### src/hdl/ihrc_pkg.sv
// Package: shared types and constants for the IPv4 header receive check.
package ihrc_pkg;

    localparam int MAX_PACKET_BYTES_DEF = 65535;
    localparam int QUEUE_DEPTH_DEF      = 2;
    localparam int PKT_CNT_W            = 16;
    localparam int EXT_W                = 6;
    localparam logic [3:0]  IP_VERSION4   = 4'd4;
    localparam logic [3:0]  MIN_IHL       = 4'd5;
    localparam logic [EXT_W-1:0] MIN_EXTENT = 6'd20;
    localparam logic [15:0] SUM_GOOD      = 16'hffff;
    localparam logic [31:0] BCAST_ADDR    = 32'hffffffff;
    localparam logic [4:0]  POS_TTL       = 5'd8;
    localparam logic [4:0]  POS_DST_FIRST = 5'd16;
    localparam logic [4:0]  POS_DST_END   = 5'd20;

    typedef enum logic [2:0] {
        ST_OK       = 3'd0,
        ST_CHECKSUM = 3'd1,
        ST_VERSION  = 3'd2,
        ST_HDR_LEN  = 3'd3,
        ST_TTL      = 3'd4,
        ST_DEST     = 3'd5,
        ST_TRUNC    = 3'd6
    } t_status;

    typedef struct packed {
        logic [PKT_CNT_W-1:0] count;
        logic [15:0]          sum;
        logic [3:0]           ver;
        logic [3:0]           ihl;
        logic [7:0]           ttl;
        logic [31:0]          dst;
    } t_pkt_rec;

    typedef struct packed {
        logic full;
        logic empty;
    } t_q_stat;

    function automatic logic [EXT_W-1:0] hdr_extent(input logic [3:0] ihl);
        hdr_extent = (ihl >= MIN_IHL) ? {ihl, 2'b00} : MIN_EXTENT;
    endfunction

endpackage

### src/hdl/ihrc_if.sv
// Interfaces: byte input, verdict output and configuration write channels.
interface ihrc_byte_if;
    logic       valid;
    logic       ready;
    logic [7:0] data_byte;
    logic       last_byte;
    modport source (output valid, output data_byte, output last_byte, input ready);
    modport sink   (input valid, input data_byte, input last_byte, output ready);
endinterface

interface ihrc_verdict_if;
    logic        valid;
    logic        ready;
    logic [2:0]  status;
    logic [15:0] payload_length;
    modport source (output valid, output status, output payload_length, input ready);
    modport sink   (input valid, input status, input payload_length, output ready);
endinterface

interface ihrc_cfg_if;
    logic        valid;
    logic        ready;
    logic [31:0] local_address;
    modport source (output valid, output local_address, input ready);
    modport sink   (input valid, input local_address, output ready);
endinterface

### src/hdl/ihrc_front.sv
// Front end: per-byte field capture, header sum and packet record build.
module ihrc_front
    import ihrc_pkg::*;
#(
    parameter int MAX_PACKET_BYTES = MAX_PACKET_BYTES_DEF
) (
    input  logic         i_clk,
    input  logic         i_rst_n,
    ihrc_byte_if.sink    i_byte,
    input  t_q_stat      i_q_stat,
    output logic         o_push,
    output t_pkt_rec     o_rec
);

    localparam int CNT_W = $clog2(MAX_PACKET_BYTES + 1);
    localparam logic [CNT_W-1:0] CNT_MAX = CNT_W'(MAX_PACKET_BYTES);

    logic [CNT_W-1:0] r_count, n_count;
    logic [15:0]      r_sum, n_sum;
    logic [7:0]       r_hold, n_hold;
    logic [3:0]       r_ver, n_ver;
    logic [3:0]       r_ihl, n_ihl;
    logic [7:0]       r_ttl, n_ttl;
    logic [31:0]      r_dst, n_dst;
    logic [16:0]      w_add;
    logic             w_accept;

    assign i_byte.ready = !i_q_stat.full;
    assign w_accept     = i_byte.valid && i_byte.ready;
    assign w_add        = {1'b0, r_sum} + {1'b0, r_hold, i_byte.data_byte};

    always_comb begin
        n_count = r_count;
        n_sum   = r_sum;
        n_hold  = r_hold;
        n_ver   = r_ver;
        n_ihl   = r_ihl;
        n_ttl   = r_ttl;
        n_dst   = r_dst;
        if (r_count < CNT_MAX) begin
            if (r_count == '0) begin
                n_ver = i_byte.data_byte[7:4];
                n_ihl = i_byte.data_byte[3:0];
            end
            if (r_count == CNT_W'(POS_TTL)) begin
                n_ttl = i_byte.data_byte;
            end
            if (r_count >= CNT_W'(POS_DST_FIRST) && r_count < CNT_W'(POS_DST_END)) begin
                n_dst = {r_dst[23:0], i_byte.data_byte};
            end
            if (r_count < CNT_W'(hdr_extent(n_ihl))) begin
                if (!r_count[0]) begin
                    n_hold = i_byte.data_byte;
                end else begin
                    n_sum = w_add[15:0] + 16'(w_add[16]);
                end
            end
            n_count = r_count + 1'b1;
        end
    end

    assign o_push = w_accept && i_byte.last_byte;

    always_comb begin
        o_rec.count = PKT_CNT_W'(n_count);
        o_rec.sum   = n_sum;
        o_rec.ver   = n_ver;
        o_rec.ihl   = n_ihl;
        o_rec.ttl   = n_ttl;
        o_rec.dst   = n_dst;
    end

    always_ff @(posedge i_clk) begin
        if (!i_rst_n || o_push) begin
            r_count <= '0;
            r_sum   <= '0;
            r_hold  <= '0;
            r_ver   <= '0;
            r_ihl   <= '0;
            r_ttl   <= '0;
            r_dst   <= '0;
        end else if (w_accept) begin
            r_count <= n_count;
            r_sum   <= n_sum;
            r_hold  <= n_hold;
            r_ver   <= n_ver;
            r_ihl   <= n_ihl;
            r_ttl   <= n_ttl;
            r_dst   <= n_dst;
        end
    end

endmodule

### src/hdl/ihrc_queue.sv
// Queue: short FIFO of packet records between front and back ends.
module ihrc_queue
    import ihrc_pkg::*;
#(
    parameter int DEPTH = QUEUE_DEPTH_DEF
) (
    input  logic     i_clk,
    input  logic     i_rst_n,
    input  logic     i_push,
    input  t_pkt_rec i_rec,
    input  logic     i_pop,
    output t_pkt_rec o_head,
    output t_q_stat  o_stat
);

    localparam int PTR_W = (DEPTH > 1) ? $clog2(DEPTH) : 1;
    localparam int CNT_W = $clog2(DEPTH + 1);
    localparam logic [PTR_W-1:0] PTR_LAST = PTR_W'(DEPTH - 1);
    localparam logic [CNT_W-1:0] CNT_FULL = CNT_W'(DEPTH);

    t_pkt_rec         r_mem [DEPTH];
    logic [PTR_W-1:0] r_wr_ptr, r_rd_ptr;
    logic [CNT_W-1:0] r_cnt;
    logic             w_push, w_pop;

    assign o_stat.full  = (r_cnt == CNT_FULL);
    assign o_stat.empty = (r_cnt == '0);
    assign w_push       = i_push && !o_stat.full;
    assign w_pop        = i_pop && !o_stat.empty;
    assign o_head       = r_mem[r_rd_ptr];

    always_ff @(posedge i_clk) begin
        if (w_push) begin
            r_mem[r_wr_ptr] <= i_rec;
        end
    end

    always_ff @(posedge i_clk) begin
        if (!i_rst_n) begin
            r_wr_ptr <= '0;
            r_rd_ptr <= '0;
            r_cnt    <= '0;
        end else begin
            if (w_push) begin
                r_wr_ptr <= (r_wr_ptr == PTR_LAST) ? '0 : r_wr_ptr + 1'b1;
            end
            if (w_pop) begin
                r_rd_ptr <= (r_rd_ptr == PTR_LAST) ? '0 : r_rd_ptr + 1'b1;
            end
            case ({w_push, w_pop})
                2'b10:   r_cnt <= r_cnt + 1'b1;
                2'b01:   r_cnt <= r_cnt - 1'b1;
                default: r_cnt <= r_cnt;
            endcase
        end
    end

endmodule

### src/hdl/ihrc_back.sv
// Back end: header checks, verdict output register and local address.
module ihrc_back
    import ihrc_pkg::*;
(
    input  logic          i_clk,
    input  logic          i_rst_n,
    ihrc_cfg_if.sink      i_cfg,
    input  t_pkt_rec      i_head,
    input  t_q_stat       i_q_stat,
    output logic          o_pop,
    ihrc_verdict_if.source o_verdict
);

    logic [31:0]          r_local_address;
    logic                 r_valid;
    t_status              r_status, n_status;
    logic [15:0]          r_payload, n_payload;
    logic [PKT_CNT_W-1:0] w_ext;
    logic [PKT_CNT_W-1:0] w_hdr_bytes;

    assign i_cfg.ready = 1'b1;
    assign o_pop       = !i_q_stat.empty && (!r_valid || o_verdict.ready);
    assign w_ext       = PKT_CNT_W'(hdr_extent(i_head.ihl));
    assign w_hdr_bytes = PKT_CNT_W'({i_head.ihl, 2'b00});

    always_comb begin
        n_payload = '0;
        if (i_head.count < w_ext) begin
            n_status = ST_TRUNC;
        end else if (i_head.sum != SUM_GOOD) begin
            n_status = ST_CHECKSUM;
        end else if (i_head.ver != IP_VERSION4) begin
            n_status = ST_VERSION;
        end else if (i_head.ihl < MIN_IHL) begin
            n_status = ST_HDR_LEN;
        end else if (i_head.ttl == '0) begin
            n_status = ST_TTL;
        end else if (i_head.dst != r_local_address && i_head.dst != BCAST_ADDR) begin
            n_status = ST_DEST;
        end else begin
            n_status  = ST_OK;
            n_payload = 16'(i_head.count - w_hdr_bytes);
        end
    end

    always_ff @(posedge i_clk) begin
        if (!i_rst_n) begin
            r_local_address <= '0;
        end else if (i_cfg.valid) begin
            r_local_address <= i_cfg.local_address;
        end
    end

    always_ff @(posedge i_clk) begin
        if (!i_rst_n) begin
            r_valid <= 1'b0;
        end else if (o_pop) begin
            r_valid <= 1'b1;
        end else if (o_verdict.ready) begin
            r_valid <= 1'b0;
        end
    end

    always_ff @(posedge i_clk) begin
        if (o_pop) begin
            r_status  <= n_status;
            r_payload <= n_payload;
        end
    end

    assign o_verdict.valid          = r_valid;
    assign o_verdict.status         = r_status;
    assign o_verdict.payload_length = r_payload;

endmodule

### src/hdl/ipv4_header_receive_check_core.sv
// Top level: IPv4 header receive check, front end, record queue and back end.
//
// i_byte carries one packet byte per word, network order, last_byte set on
// the final byte. A new byte is taken every cycle while the record queue has
// room; a packet of any length streams at one byte per cycle.
// o_verdict carries one word per packet: status (0 ok, 1 checksum, 2 version,
// 3 header length, 4 ttl, 5 destination, 6 truncated) and payload_length.
// From the last byte to the verdict, the front end writes the packet record
// into the queue, then the back end runs the checks into its output
// register.
// i_cfg writes the local address; write it only while no packet is in flight.
// Reset clears the per-packet state, the queue, the output valid flag and the
// local address (to 0). A stalled o_verdict holds its word; the queue of
// QUEUE_DEPTH records keeps i_byte flowing until it fills, then i_byte.ready
// drops until the receiver takes a verdict.
module ipv4_header_receive_check_core
    import ihrc_pkg::*;
#(
    parameter int MAX_PACKET_BYTES = MAX_PACKET_BYTES_DEF,
    parameter int QUEUE_DEPTH      = QUEUE_DEPTH_DEF
) (
    input  logic           i_clk,
    input  logic           i_rst_n,
    ihrc_byte_if.sink      i_byte,
    ihrc_cfg_if.sink       i_cfg,
    ihrc_verdict_if.source o_verdict
);

    logic     w_push;
    logic     w_pop;
    t_pkt_rec w_rec;
    t_pkt_rec w_head;
    t_q_stat  w_q_stat;

    ihrc_front #(
        .MAX_PACKET_BYTES(MAX_PACKET_BYTES)
    ) u_front (
        .i_clk    (i_clk),
        .i_rst_n  (i_rst_n),
        .i_byte   (i_byte),
        .i_q_stat (w_q_stat),
        .o_push   (w_push),
        .o_rec    (w_rec)
    );

    ihrc_queue #(
        .DEPTH(QUEUE_DEPTH)
    ) u_queue (
        .i_clk   (i_clk),
        .i_rst_n (i_rst_n),
        .i_push  (w_push),
        .i_rec   (w_rec),
        .i_pop   (w_pop),
        .o_head  (w_head),
        .o_stat  (w_q_stat)
    );

    ihrc_back u_back (
        .i_clk     (i_clk),
        .i_rst_n   (i_rst_n),
        .i_cfg     (i_cfg),
        .i_head    (w_head),
        .i_q_stat  (w_q_stat),
        .o_pop     (w_pop),
        .o_verdict (o_verdict)
    );

`ifndef ASSERT_OFF
    a_empty_after_reset: assert property (@(posedge i_clk)
        $past(!i_rst_n) |-> w_q_stat.empty)
        else $error("queue not empty after reset");

    a_last_byte_queued: assert property (@(posedge i_clk) disable iff (!i_rst_n)
        (i_byte.valid && i_byte.ready && i_byte.last_byte) |=> !w_q_stat.empty)
        else $error("last byte did not queue a packet record");

    a_verdict_from_queue: assert property (@(posedge i_clk) disable iff (!i_rst_n)
        $rose(o_verdict.valid) |-> $past(!w_q_stat.empty))
        else $error("verdict appeared without a queued record");
`endif

endmodule

### src/flat_wrapper.sv
// flat-port wrapper written by rule: the top's interface ports become plain ports
module ipv4_header_receive_check_core_flat import ihrc_pkg::*;
#(
    parameter int MAX_PACKET_BYTES = MAX_PACKET_BYTES_DEF,
    parameter int QUEUE_DEPTH      = QUEUE_DEPTH_DEF
)
  (i_clk, i_rst_n, i_byte_valid, i_byte_data_byte, i_byte_last_byte, i_byte_ready, i_cfg_valid, i_cfg_local_address, i_cfg_ready, o_verdict_valid, o_verdict_status, o_verdict_payload_length, o_verdict_ready);
  ihrc_byte_if i_byte_i ();
  ihrc_cfg_if i_cfg_i ();
  ihrc_verdict_if o_verdict_i ();
  input  logic i_clk;
  input  logic i_rst_n;
  input wire logic [$bits(i_byte_i.valid)-1:0] i_byte_valid;
  input wire logic [$bits(i_byte_i.data_byte)-1:0] i_byte_data_byte;
  input wire logic [$bits(i_byte_i.last_byte)-1:0] i_byte_last_byte;
  output wire logic [$bits(i_byte_i.ready)-1:0] i_byte_ready;
  input wire logic [$bits(i_cfg_i.valid)-1:0] i_cfg_valid;
  input wire logic [$bits(i_cfg_i.local_address)-1:0] i_cfg_local_address;
  output wire logic [$bits(i_cfg_i.ready)-1:0] i_cfg_ready;
  output wire logic [$bits(o_verdict_i.valid)-1:0] o_verdict_valid;
  output wire logic [$bits(o_verdict_i.status)-1:0] o_verdict_status;
  output wire logic [$bits(o_verdict_i.payload_length)-1:0] o_verdict_payload_length;
  input wire logic [$bits(o_verdict_i.ready)-1:0] o_verdict_ready;
  assign i_byte_i.valid = i_byte_valid;
  assign i_byte_i.data_byte = i_byte_data_byte;
  assign i_byte_i.last_byte = i_byte_last_byte;
  assign i_byte_ready = i_byte_i.ready;
  assign i_cfg_i.valid = i_cfg_valid;
  assign i_cfg_i.local_address = i_cfg_local_address;
  assign i_cfg_ready = i_cfg_i.ready;
  assign o_verdict_valid = o_verdict_i.valid;
  assign o_verdict_status = o_verdict_i.status;
  assign o_verdict_payload_length = o_verdict_i.payload_length;
  assign o_verdict_i.ready = o_verdict_ready;
  ipv4_header_receive_check_core #(.MAX_PACKET_BYTES(MAX_PACKET_BYTES), .QUEUE_DEPTH(QUEUE_DEPTH)) u_core (.i_clk(i_clk), .i_rst_n(i_rst_n), .i_byte(i_byte_i), .i_cfg(i_cfg_i), .o_verdict(o_verdict_i));
endmodule
### config.mk
export PLATFORM = sky130hd
export DESIGN_NAME = ipv4_header_receive_check_core_flat
export DESIGN_NICKNAME = d
export VERILOG_FILES = /design/src/hdl/ihrc_pkg.sv /design/src/hdl/ihrc_if.sv /design/src/hdl/ihrc_front.sv /design/src/hdl/ihrc_queue.sv /design/src/hdl/ihrc_back.sv /design/src/hdl/ipv4_header_receive_check_core.sv /design/src/flat_wrapper.sv
export SDC_FILE = /design/constraint.sdc
export NUM_CORES = 1
export LEC_CHECK = 0
export BUFFER_PORTS_ARGS = -buffer_cell sky130_fd_sc_hd__buf_2
export CORE_UTILIZATION = 45
export CTS_BUF_LIST = sky130_fd_sc_hd__clkbuf_16
export DETAILED_ROUTE_END_ITERATION = 6
export GPL_TIMING_DRIVEN = 0
export PLACE_DENSITY = 0.62
export SLEW_MARGIN = 20
export SYNTH_ARGS = -nofsm -noshare
export SYNTH_HDL_FRONTEND = slang
export SYNTH_SLANG_ARGS = --single-unit
### constraint.sdc
create_clock -name i_clk -period 10.2 [get_ports i_clk]
set_input_delay 1.02 -clock i_clk [delete_from_list [all_inputs] [get_ports i_clk]]
set_output_delay 1.02 -clock i_clk [all_outputs]
set_load 0.05 [all_outputs]
==> metrics, run 1 <==
Final Hold Viols=0; total CTS buffers=34; CP cell instances=buf_2 -> ha_1 -> inv_1 -> fa_1 -> nor2b_2 -> o31ai_1 -> a211o_1 -> a21oi_1 -> a21o_1 -> a21o_1 -> ha_1 -> and3_1 -> nand2_1 -> nor4b_2 -> and4b_1 -> xnor3_1 -> mux2_2; Congestion Overflow GR=0; std cell rows=between 60 and 70; antenna viol nets, final=0; post-CTS setup repair buffer count=0; post-DP HPWL=24.9 mm; Clock Latency Late Sink=0.54 ns; Slew headroom=0.375; largest family of logic cells by synthesized area=simple AND/OR/NAND/NOR gates; status=finished, violations left; clock sinks=just over 300; Synth Register Bits=between 300 and 400; Iteration-0 DRC Markers=a little over 600; IO Port Bufs=65; dominant synthesized flop cell=edfxtp_1; Synth Area in XOR/XNOR=0.0509; CP bufs+invs=2; drt first pass iters=7; Starting Density=0.456; Longest Clk Path Bufs=3; slowest cell delay on critical path=0.41 ns; CP Data Required Time=10.46 ns; WP data arrival=5.05 ns; EDFF count, synth=179; complex-gate fraction of the synthesized area=0.0667; area grow syn2layout=14.3%; critical path class=input port to flop; CP Max Fanout=6; failing checks=design-rule violations; Slew Viols, Final=0; Post-Syn Nets=1343; first-pass GRT wire length=52.8 mm; register area share after synthesis=0.550; synthesized area=14400 sq um; synthesized-area fraction occupied by adder cells=0.0298; H-tree depth=2; final cycle utilization of the critical path=0.469; f_max=209 MHz; # setup viols final=0; # IOs=68; simple-gate share of the synthesized area=0.161; vias per cell=approximately 5.4; Least-Margin Pin Slew=0.938 ns; Root Buffer=clkbuf_16; initial antenna violation count=0; CTS tree=done; Max Cap Viol=0; worst min path class=flop to flop; vias=9682; crit path time final=between 4 and 5 ns; Leak=0.00612 uW; area of the core=31500 sq um; Post-synth ARST share=0; CTS Hold Bufs=0; Die Wd=around 180 um; chip height=181 um; cell count after synthesis=roughly 1.3k; Slowest cell on crit path=fa_1; die area=roughly 33000 sq um; Critical Path Start Type=input port; CP Capture Type=flop; Distinct cells, synth=roughly 80; RSZ-0062 raised after global routing=no; clock-pin slew on the worst setup and hold paths=roughly 0.060 ns; RePlAce Congestion=slightly below 0.9; Avg Inst Size Synth=11.4 sq um; layout cells sized above 1=0.157; Max VDD drop=107 uV; Pwr Density=218 nW/um^2; Hold WS=between 0.4 and 0.5 ns; Post-CTS Resized=0; DRC viols=2; CP top delay family=simple AND/OR/NAND/NOR gates; GRT Util Overall=0.208; number of global-route vias before repair=9541; largest net degree at the start of global routing=43; final setup skew=0.0206 ns; drt total wl=33.4 mm; nets=1449; TNS Setup=0 ns; post-synthesis mux area share=0.114; Ys Warns=0; drt wl/cell=between 15 and 20 um
-- power by group --
| part | switching [uW] | internal [uW] |
|---|---|---|
| logic | 552 | 305 |
| clock network | 498 | 692 |
| registers | 62.7 | 1470 |
-- layout by cell type, fill, tap and decap left out, types with 48 or more instances in the layout --
cell type    n
nor2_1     152
edfxtp_1   179
nor3_1      56
mux2i_1     90
mux2_2      61
nand2_1     72
xnor2_1     62
a21oi_1     48
buf_2       74
dfxtp_1    126
-- cells in the mapped netlist (5+ instances only) --
library cell / count / area, sq um
buf_1: 12 / 45.0
nand2b_1: 5 / 31.3
xor2_1: 19 / 166
nand4_1: 19 / 119
nor4_1: 20 / 125
o21ai_0: 24 / 120
or3_1: 11 / 68.8
nand3_1: 26 / 130
clkbuf_1: 38 / 143
inv_1: 21 / 78.8
buf_6: 5 / 56.3
nor3_1: 56 / 280
buf_2: 9 / 45.0
dfxtp_1: 126 / 2520
a21oi_1: 48 / 240
nand2_1: 72 / 270
ha_1: 31 / 388
nor2b_1: 40 / 250
mux2i_1: 90 / 901
mux2_2: 61 / 687
a211oi_1: 11 / 82.6
edfxtp_1: 179 / 5380
a21o_1: 6 / 45.0
and2_1: 7 / 43.8
xnor2_1: 62 / 543
nor2_1: 154 / 578
and3_1: 15 / 93.8
-- cell families after synthesis --
group | after synthesis
AO/OA/AOI/OAI | 140
adder cells (fa/ha/maj) | 33
flip-flops | 305
multiplexers | 155
buffers and inverters | 88
XOR/XNOR | 82
other | 1
AND/OR/NAND/NOR | 460
-- worst min-delay path, stage by stage, from the launching register on --
cell     delay, ns
dfxtp_1       0.30
nand2_1       0.05
a21oi_1       0.05
-- layer usage --
layer | up-vias | track usage | share of wire
li1 | 4796 | - | -
met1 | 4625 | 0.288 | 0.47
met2 | 214 | 0.346 | 0.47
met3 | 47 | 0.0243 | 0.042
met4 | 0 | 0.0557 | 0.018
met5 | - | 0 | 0
-- area by class of cell --
| class | instances | area, sq um |
|---|---|---|
| repair buffers | 70 | 439 |
| clock buffers | 34 | 851 |
| multi-input cells | 871 | 6100 |
| clock inverters | 28 | 241 |
| plain buffers | 67 | 309 |
| flip-flops and latches | 305 | 7900 |
| diodes | 1 | 2.50 |
| well taps | 402 | 503 |
| fillers | 2760 | 15100 |
| inverters | 21 | 78.8 |
-- metrics by stage --
stage | area (sq um) | setup slack, ns | utilization | power [uW] | instances
CTS | 16400 | 5.36 | 0.522 | 3610 | 1798
floorplan | 14400 | 4.90 | - | 2180 | 1264
finish | 16400 | 5.41 | 0.522 | 3580 | 1799
detailed placement | 15300 | 4.90 | 0.487 | 2420 | 1736
global placement | 15200 | 2.64 | 0.483 | 2400 | 1731
global route | 16400 | 5.01 | 0.522 | 3750 | 1798
-- state kept, by name (all words and copies together), names as in the netlist, 3 cells and up, named ones only --
signal / flops
u_core.u_queue.r_mem: 160
u_core.u_back.r_local_address: 32
u_core.u_front.r_dst: 32
u_core.u_back.o_verdict.payload_length: 16
u_core.u_front.r_count: 16
u_core.u_front.r_sum: 16
u_core.u_front.r_hold: 8
u_core.u_front.r_ttl: 8
u_core.u_front.r_ihl: 4
u_core.u_front.r_ver: 4
u_core.u_back.o_verdict.status: 3
-- final timing paths --
kind | from | end | slack (ns) | cells past startpoint
hold / removal | u_core.u_front.r_ttl[7] | u_core.u_front.r_ttl[7] | 0.45 | 2
setup reg to reg | flop | u_core.u_back.o_verdict.payload_length[11] | 5.42 | 15
setup / recovery | i_byte_data_byte[0] | u_core.u_queue.r_mem[1][63] | 5.41 | 17
hold reg to reg | u_core.u_front.r_ttl[7] | u_core.u_front.r_ttl[7] | 0.45 | 2
(Power assumes the default switching activity.)
==> run 2, diff against run 1 <==
- ABC_AREA: unset -> 1
- PLACE_DENSITY: 0.62 -> 0.65
- clock period: 10.2 -> 3.98 ns (I/O delays scaled with it)
==> run 2 against run 1 <==
  * Highest routed layer unchanged
  * Sequential power rose to 2.6 times the previous value
  * Clock skew shrank 0.0055 ns
  * Largest power group unchanged
  * Register-to-register slack got worse by 5.1 ns
  * The run now ends clean
  * Critical path type is now flop to flop
  * Combinational power rose to 3.7 times the previous value
  * Cell count is 32% higher
==> metrics, run 2 <==
status=finished, final reports clean; top cells by area, synth=edfxtp_1 (36%), dfxtp_1 (17%), nand2_1 (11%); Synth Register Bits=305; Avg Inst Size Synth=8.38 sq um; PnR worst setup slack=about 0.27 ns; simple-gate share of the synthesized area=0.234; most frequent cells after synthesis=nand2_1 (432), inv_1 (247), nor2_1 (225); Max Cap Viol=0; drt wl/cell=15.2 um; critical path class=flop to flop; Congestion Overflow GR=0; Ys Warns=0; Non-Filler Instances=2369; complex-gate fraction of the synthesized area=0.0896; # setup viols final=0; Leak=0.00778 uW; Switch Pwr=3630 uW; synthesized area=15000 sq um; dominant synthesized flop cell=edfxtp_1; Critical Path Start Type=flop; Synth Area in XOR/XNOR=0.0291; slowest cell delay on critical path=0.45 ns; share of the synthesized area in the top cell type=0.357; final std cell area, no fill=17200 sq um; Largest Register=u_core.u_queue.r_mem; Comb pwr share=0.317; CTS tree=done; f_max=270 MHz; H-tree depth=2; clock-pin slew on the worst setup and hold paths=0.06 ns; Pwr Density=584 nW/um^2; Longest Clk Path Bufs=3; Post-synth ARST share=0; final setup skew=0.0151 ns; layout cells sized above 1=0.0981; antenna viol nets, final=0; post-placement cell count=2309; n_diodes=0; most common cell after layout, fill and taps aside=nand2_1; IO Port Bufs=65; Starting Density=0.460; biggest registers after layout=u_core.u_queue.r_mem (160), u_core.u_back.r_local_address (32), u_core.u_front.r_dst (32); CP top delay family=simple AND/OR/NAND/NOR gates; area grow syn2layout=14.0%; synthesized-area fraction occupied by adder cells=0.0284; RSZ-0062 raised after global routing=no; largest family of logic cells by synthesized area=simple AND/OR/NAND/NOR gates; crit path time final=3.71 ns; RePlAce Congestion=0.878; worst min path class=input port to flop; register area share after synthesis=0.525; Slew headroom=0.561; Clock Latency Late Sink=just over 0.5 ns; drt total wl=36.1 mm; first-pass GRT wire length=57.9 mm; Max VDD drop=337 uV; # IOs=68; largest area contributor in the netlist=edfxtp_1; Largest register FFs=between 150 and 200; CP Data Required Time=4.23 ns; number of global-route vias before repair=between 10k and 15k; Die Wd=185 um; drt first pass iters=5; vias=11.9k; die area=34200 sq um; Seq pwr share=0.400; CP bufs+invs=3; Slowest cell on crit path=nor3_1; largest net degree at the start of global routing=26; Least-Margin Pin Slew=between 0.6 and 0.7 ns; final core occ=0.524; CP cell instances=ha_4 -> inv_1 -> fa_1 -> inv_2 -> nand3_1 -> nand2_2 -> nand3_1 -> nand3_2 -> nand4_1 -> nand2_1 -> ha_1 -> ha_1 -> inv_1 -> nor2_2 -> nand3_2 -> nor3_1 -> nand3_1 -> nand2_1 -> nand2_1 -> nand4_1 -> nand2_1; CP Max Fanout=4; Switching Fraction=0.362; final cycle utilization of the critical path=0.931; CTS Hold Bufs=0; vias per cell=about 5.0; placed inst area=16100 sq um; chip height=185 um; area of the core=between 30000 and 40000 sq um; commonest cells after routing, fill and taps aside=nand2_1 (431), inv_1 (257), nor2_1 (220), edfxtp_1 (179), o21ai_0 (161); Post-Syn Nets=1874; Distinct cells, synth=50; Slew Viols, Final=0; pre-CTS setup slack=-0.316 ns; power share of the clock group=0.283; std cell rows=between 60 and 70; post-synthesis mux area share=0.00890; most frequent cell after synthesis=nand2_1; DRC viols=0; CP Capture Type=flop; cell mode on critical path=nand2_1; post-CTS setup repair buffer count=0; post-DP HPWL=27.1 mm; WP data arrival=3.96 ns; total CTS buffers=34; Root Buffer=clkbuf_16; GRT Util Overall=0.217; nets=1981; cell count after synthesis=1795; Final Hold Viols=0; initial antenna violation count=0; EDFF count, synth=179; clock sinks=305; Iteration-0 DRC Markers=907; P_int=6390 uW
[run 2: final timing paths]
check / depth (start not counted) / startpoint / endpoint / slack [ns]
worst min register to register: 1 / u_core.u_queue.r_rd_ptr / u_core.u_queue.r_rd_ptr / 0.46
worst max-delay path: 21 / u_core.u_front.r_sum[0] / u_core.u_queue.r_mem[1][62] / 0.27
worst min-delay path: 3 / i_cfg_local_address[22] / u_core.u_back.r_local_address[22] / 0.11
worst max register to register: 21 / u_core.u_front.r_sum[0] / u_core.u_queue.r_mem[1][62] / 0.27
[run 2: power groups by stage]
stage | registers (uW) | clock network (uW) | logic [uW]
floorplan | 4270 | 0 | 2090
global placement | 4090 | 0 | 3040
detailed placement | 4070 | 0 | 3150
CTS | 4000 | 2890 | 3170
global route | 4050 | 3030 | 3550
finish | 4010 | 2840 | 3180
[run 2: metal layers]
layer / vias up / GRT usage / routed length, um
li1: 6058 / - / -
met1: 5465 / 0.299 / 17000
met2: 314 / 0.352 / 16100
met3: 61 / 0.0305 / 1930
met4: 0 / 0.0704 / 950
met5: - / 0 / 0
[run 2: through the flow]
| step | total power [uW] | TNS, ns | hold WS (ns) |
|---|---|---|---|
| finish | 10000 | 0 | 0.107 |
| global route | 10600 | 0 | 0.107 |
| CTS | 10100 | 0 | 0.0964 |
| detailed placement | 7220 | -3.71 | 0.445 |
| global placement | 7130 | -466.31 | 0.436 |
| floorplan | 6360 | -175.63 | 0.426 |
[run 2: cells by family (layout without fill, tap and decap cells)]
family / Yosys count / after routing
other: 1 / 1
XOR/XNOR: 50 / 50
AO/OA/AOI/OAI: 255 / 255
flip-flops: 305 / 305
buffers and inverters: 313 / 445
adder cells (fa/ha/maj): 33 / 33
multiplexers: 13 / 13
AND/OR/NAND/NOR: 825 / 825
[run 2: timing repair]
item	in CTS	in global routing
pin swaps	0	0
setup endpoints to repair	38	56
gates resized for setup	4	10
[run 2: cell type report]
| class | count | area (sq um) |
|---|---|---|
| Timing Repair Buffer | 72 | 472 |
| Inverter | 251 | 945 |
| Clock inverter | 26 | 143 |
| Multi-Input combinational cell | 1177 | 5940 |
| Buffer | 61 | 328 |
| Sequential cell | 305 | 7900 |
| Tap cell | 442 | 553 |
| Fill cell | 3049 | 15500 |
| Clock buffer | 35 | 876 |
[run 2: tightest hold or removal path, stage by stage]
cell    delay, ns
buf_2        0.08
nor2_1       0.03
nor2_1       0.08
==> run 3, diff against run 2 <==
- CTS_BUF_LIST: sky130_fd_sc_hd__clkbuf_16 -> sky130_fd_sc_hd__clkbuf_8 sky130_fd_sc_hd__clkbuf_16
==> run 3 against run 2 <==
  * The flow now finishes with violations (design-rule violations)
  * Via count rose by 0.51%
  * Non-clock buffer count stayed put
  * Routed wire length is essentially flat
  * Sequential share of layout area about the same
  * Worst hold slack got worse by 0.00096 ns
  * Critical path type unchanged
  * Largest power group unchanged
  * Highest routed layer unchanged
==> metrics, run 3 (synthesis gave the netlist of run 2 again) <==
status=finished, violations left; failing checks=design-rule violations; total CTS buffers=34; most common cell after layout, fill and taps aside=nand2_1; Switching Fraction=0.361; Hold WS=around 0.11 ns; Non-Filler Instances=2369; initial antenna violation count=0; CP Max Fanout=4; antenna viol nets, final=0; worst-case reg-to-reg path depth=21; power share of the clock group=0.285; Largest register FFs=160; CP Capture Type=flop; fillers=between 3k and 4k; vias per cell=between 5 and 6; Starting Density=0.460; WP data arrival=a little under 4 ns; post-DP HPWL=27.1 mm; Largest Register=u_core.u_queue.r_mem; worst min path class=input port to flop; Root Buffer=clkbuf_16; first-pass GRT wire length=57.9 mm; area grow syn2layout=14.1%; Comb pwr share=0.316; drt first pass iters=7; area of the core=around 33000 sq um; CP Data Required Time=about 4.2 ns; Longest Clk Path Bufs=3; nets=1981; Max Cap Viol=0; biggest registers after layout=u_core.u_queue.r_mem (160), u_core.u_back.r_local_address (32), u_core.u_front.r_dst (32); P_int=6410 uW; Congestion Overflow GR=0; Iteration-0 DRC Markers=around 900; hold depth=3; chip height=185 um; post-placement cell count=about 2.3k; layout cells sized above 1=0.0986; CTS tree=done; largest net degree at the start of global routing=26; Leak=0.00779 uW; post-CTS setup repair buffer count=0; final cycle utilization of the critical path=0.934; CTS Hold Bufs=0; std cell rows=66; crit path time final=3.72 ns; f_max=between 200 and 300 MHz; Clock Latency Late Sink=about 0.5 ns; DRC viols=7; n_diodes=0; # IOs=68; number of global-route vias before repair=11.3k; drt wl/cell=15.2 um; Max VDD drop=roughly 340 uV; vias=12.0k; Critical Path Start Type=flop; final core occ=0.525; commonest cells after routing, fill and taps aside=nand2_1 (431), inv_1 (257), nor2_1 (220), edfxtp_1 (179), o21ai_0 (161); critical path class=flop to flop; Slew headroom=0.545; drt total wl=about 36 mm; clock-pin slew on the worst setup and hold paths=0.06 ns; Pwr Density=585 nW/um^2; Final Hold Viols=0; die area=34200 sq um; clock sinks=305; # setup viols final=0; RSZ-0062 raised after global routing=no; final setup skew=~0.015 ns; GRT Util Overall=0.217; RePlAce Congestion=roughly 0.88; Seq pwr share=0.399; Die Wd=about 180 um; H-tree depth=2; Least-Margin Pin Slew=0.674 ns; IO Port Bufs=65; Slew Viols, Final=0; Switch Pwr=3630 uW
## run 3: cell count changes in the layout (fill, tap and decap cells not counted), sizes merged
cell	before	now
clkinv	11	10
clkbuf	70	71
## run 3: what timing repair did
item,in CTS,in global routing
hold endpoints to repair,0,0
gates resized for setup,4,10
endpoints found under the setup margin,38,56
## run 3: power by group through the flow
stage / sequential, uW / combinational, uW / clock (uW)
after floorplan: 4270 / 2090 / 0
after global placement: 4090 / 3040 / 0
after detailed placement: 4070 / 3150 / 0
after CTS: 4000 / 3170 / 2910
after global routing: 4050 / 3550 / 3050
final: 4010 / 3180 / 2860
## run 3: critical path, stage by stage (launching register included)
cell and delay (ns):
dfxtp_1 0.40, ha_4 0.18, inv_1 0.05, fa_1 0.40, inv_2 0.11, nand3_1 0.11
nand2_2 0.13, nand3_1 0.13, nand3_2 0.12, nand4_1 0.09, nand2_1 0.14, ha_1 0.19
ha_1 0.18, inv_1 0.05, nor2_2 0.13, nand3_2 0.12, nor3_1 0.45, nand3_1 0.14
nand2_1 0.09, nand2_1 0.07, nand4_1 0.09, nand2_1 0.07
## run 3: final timing paths
path,start,end,slack (ns)
worst max-delay path,u_core.u_front.r_sum[0],u_core.u_queue.r_mem[1][62],0.26
worst min-delay path,i_cfg_local_address[22],u_core.u_back.r_local_address[22],0.11
worst max register to register,u_core.u_front.r_sum[0],u_core.u_queue.r_mem[1][62],0.26
worst min register to register,u_core.u_queue.r_rd_ptr,u_core.u_queue.r_rd_ptr,0.46
## run 3: cell type report
| class | instances | area, sq um | area share |
|---|---|---|---|
| flip-flops and latches | 305 | 7900 | 0.460 |
| multi-input cells | 1177 | 5940 | 0.346 |
| inverters | 251 | 945 | 0.0550 |
| clock buffers | 36 | 890 | 0.0518 |
| well taps | 442 | 553 | 0.0322 |
| repair buffers | 72 | 472 | 0.0275 |
| plain buffers | 61 | 328 | 0.0191 |
| clock inverters | 25 | 139 | 0.00809 |
## run 3: per-stage QoR
step                      setup slack, ns  area [sq um]  TNS [ns]  total power [uW]
after CTS                          0.0315         17100         0             10100
after floorplan                     -1.10         15000   -175.63              6360
after detailed placement           -0.316         16100     -3.71              7220
after global placement              -2.91         15900   -466.31              7130
final                               0.264         17200         0             10000
after global routing              0.00514         17200         0             10700
## run 3: per-layer routing
layer / vias up / global-route usage / routed length (um)
met5: - / 0 / 0
met4: 0 / 0.0704 / 978
met3: 64 / 0.0305 / 1980
met2: 329 / 0.352 / 16200
met1: 5509 / 0.299 / 16900
li1: 6057 / - / -
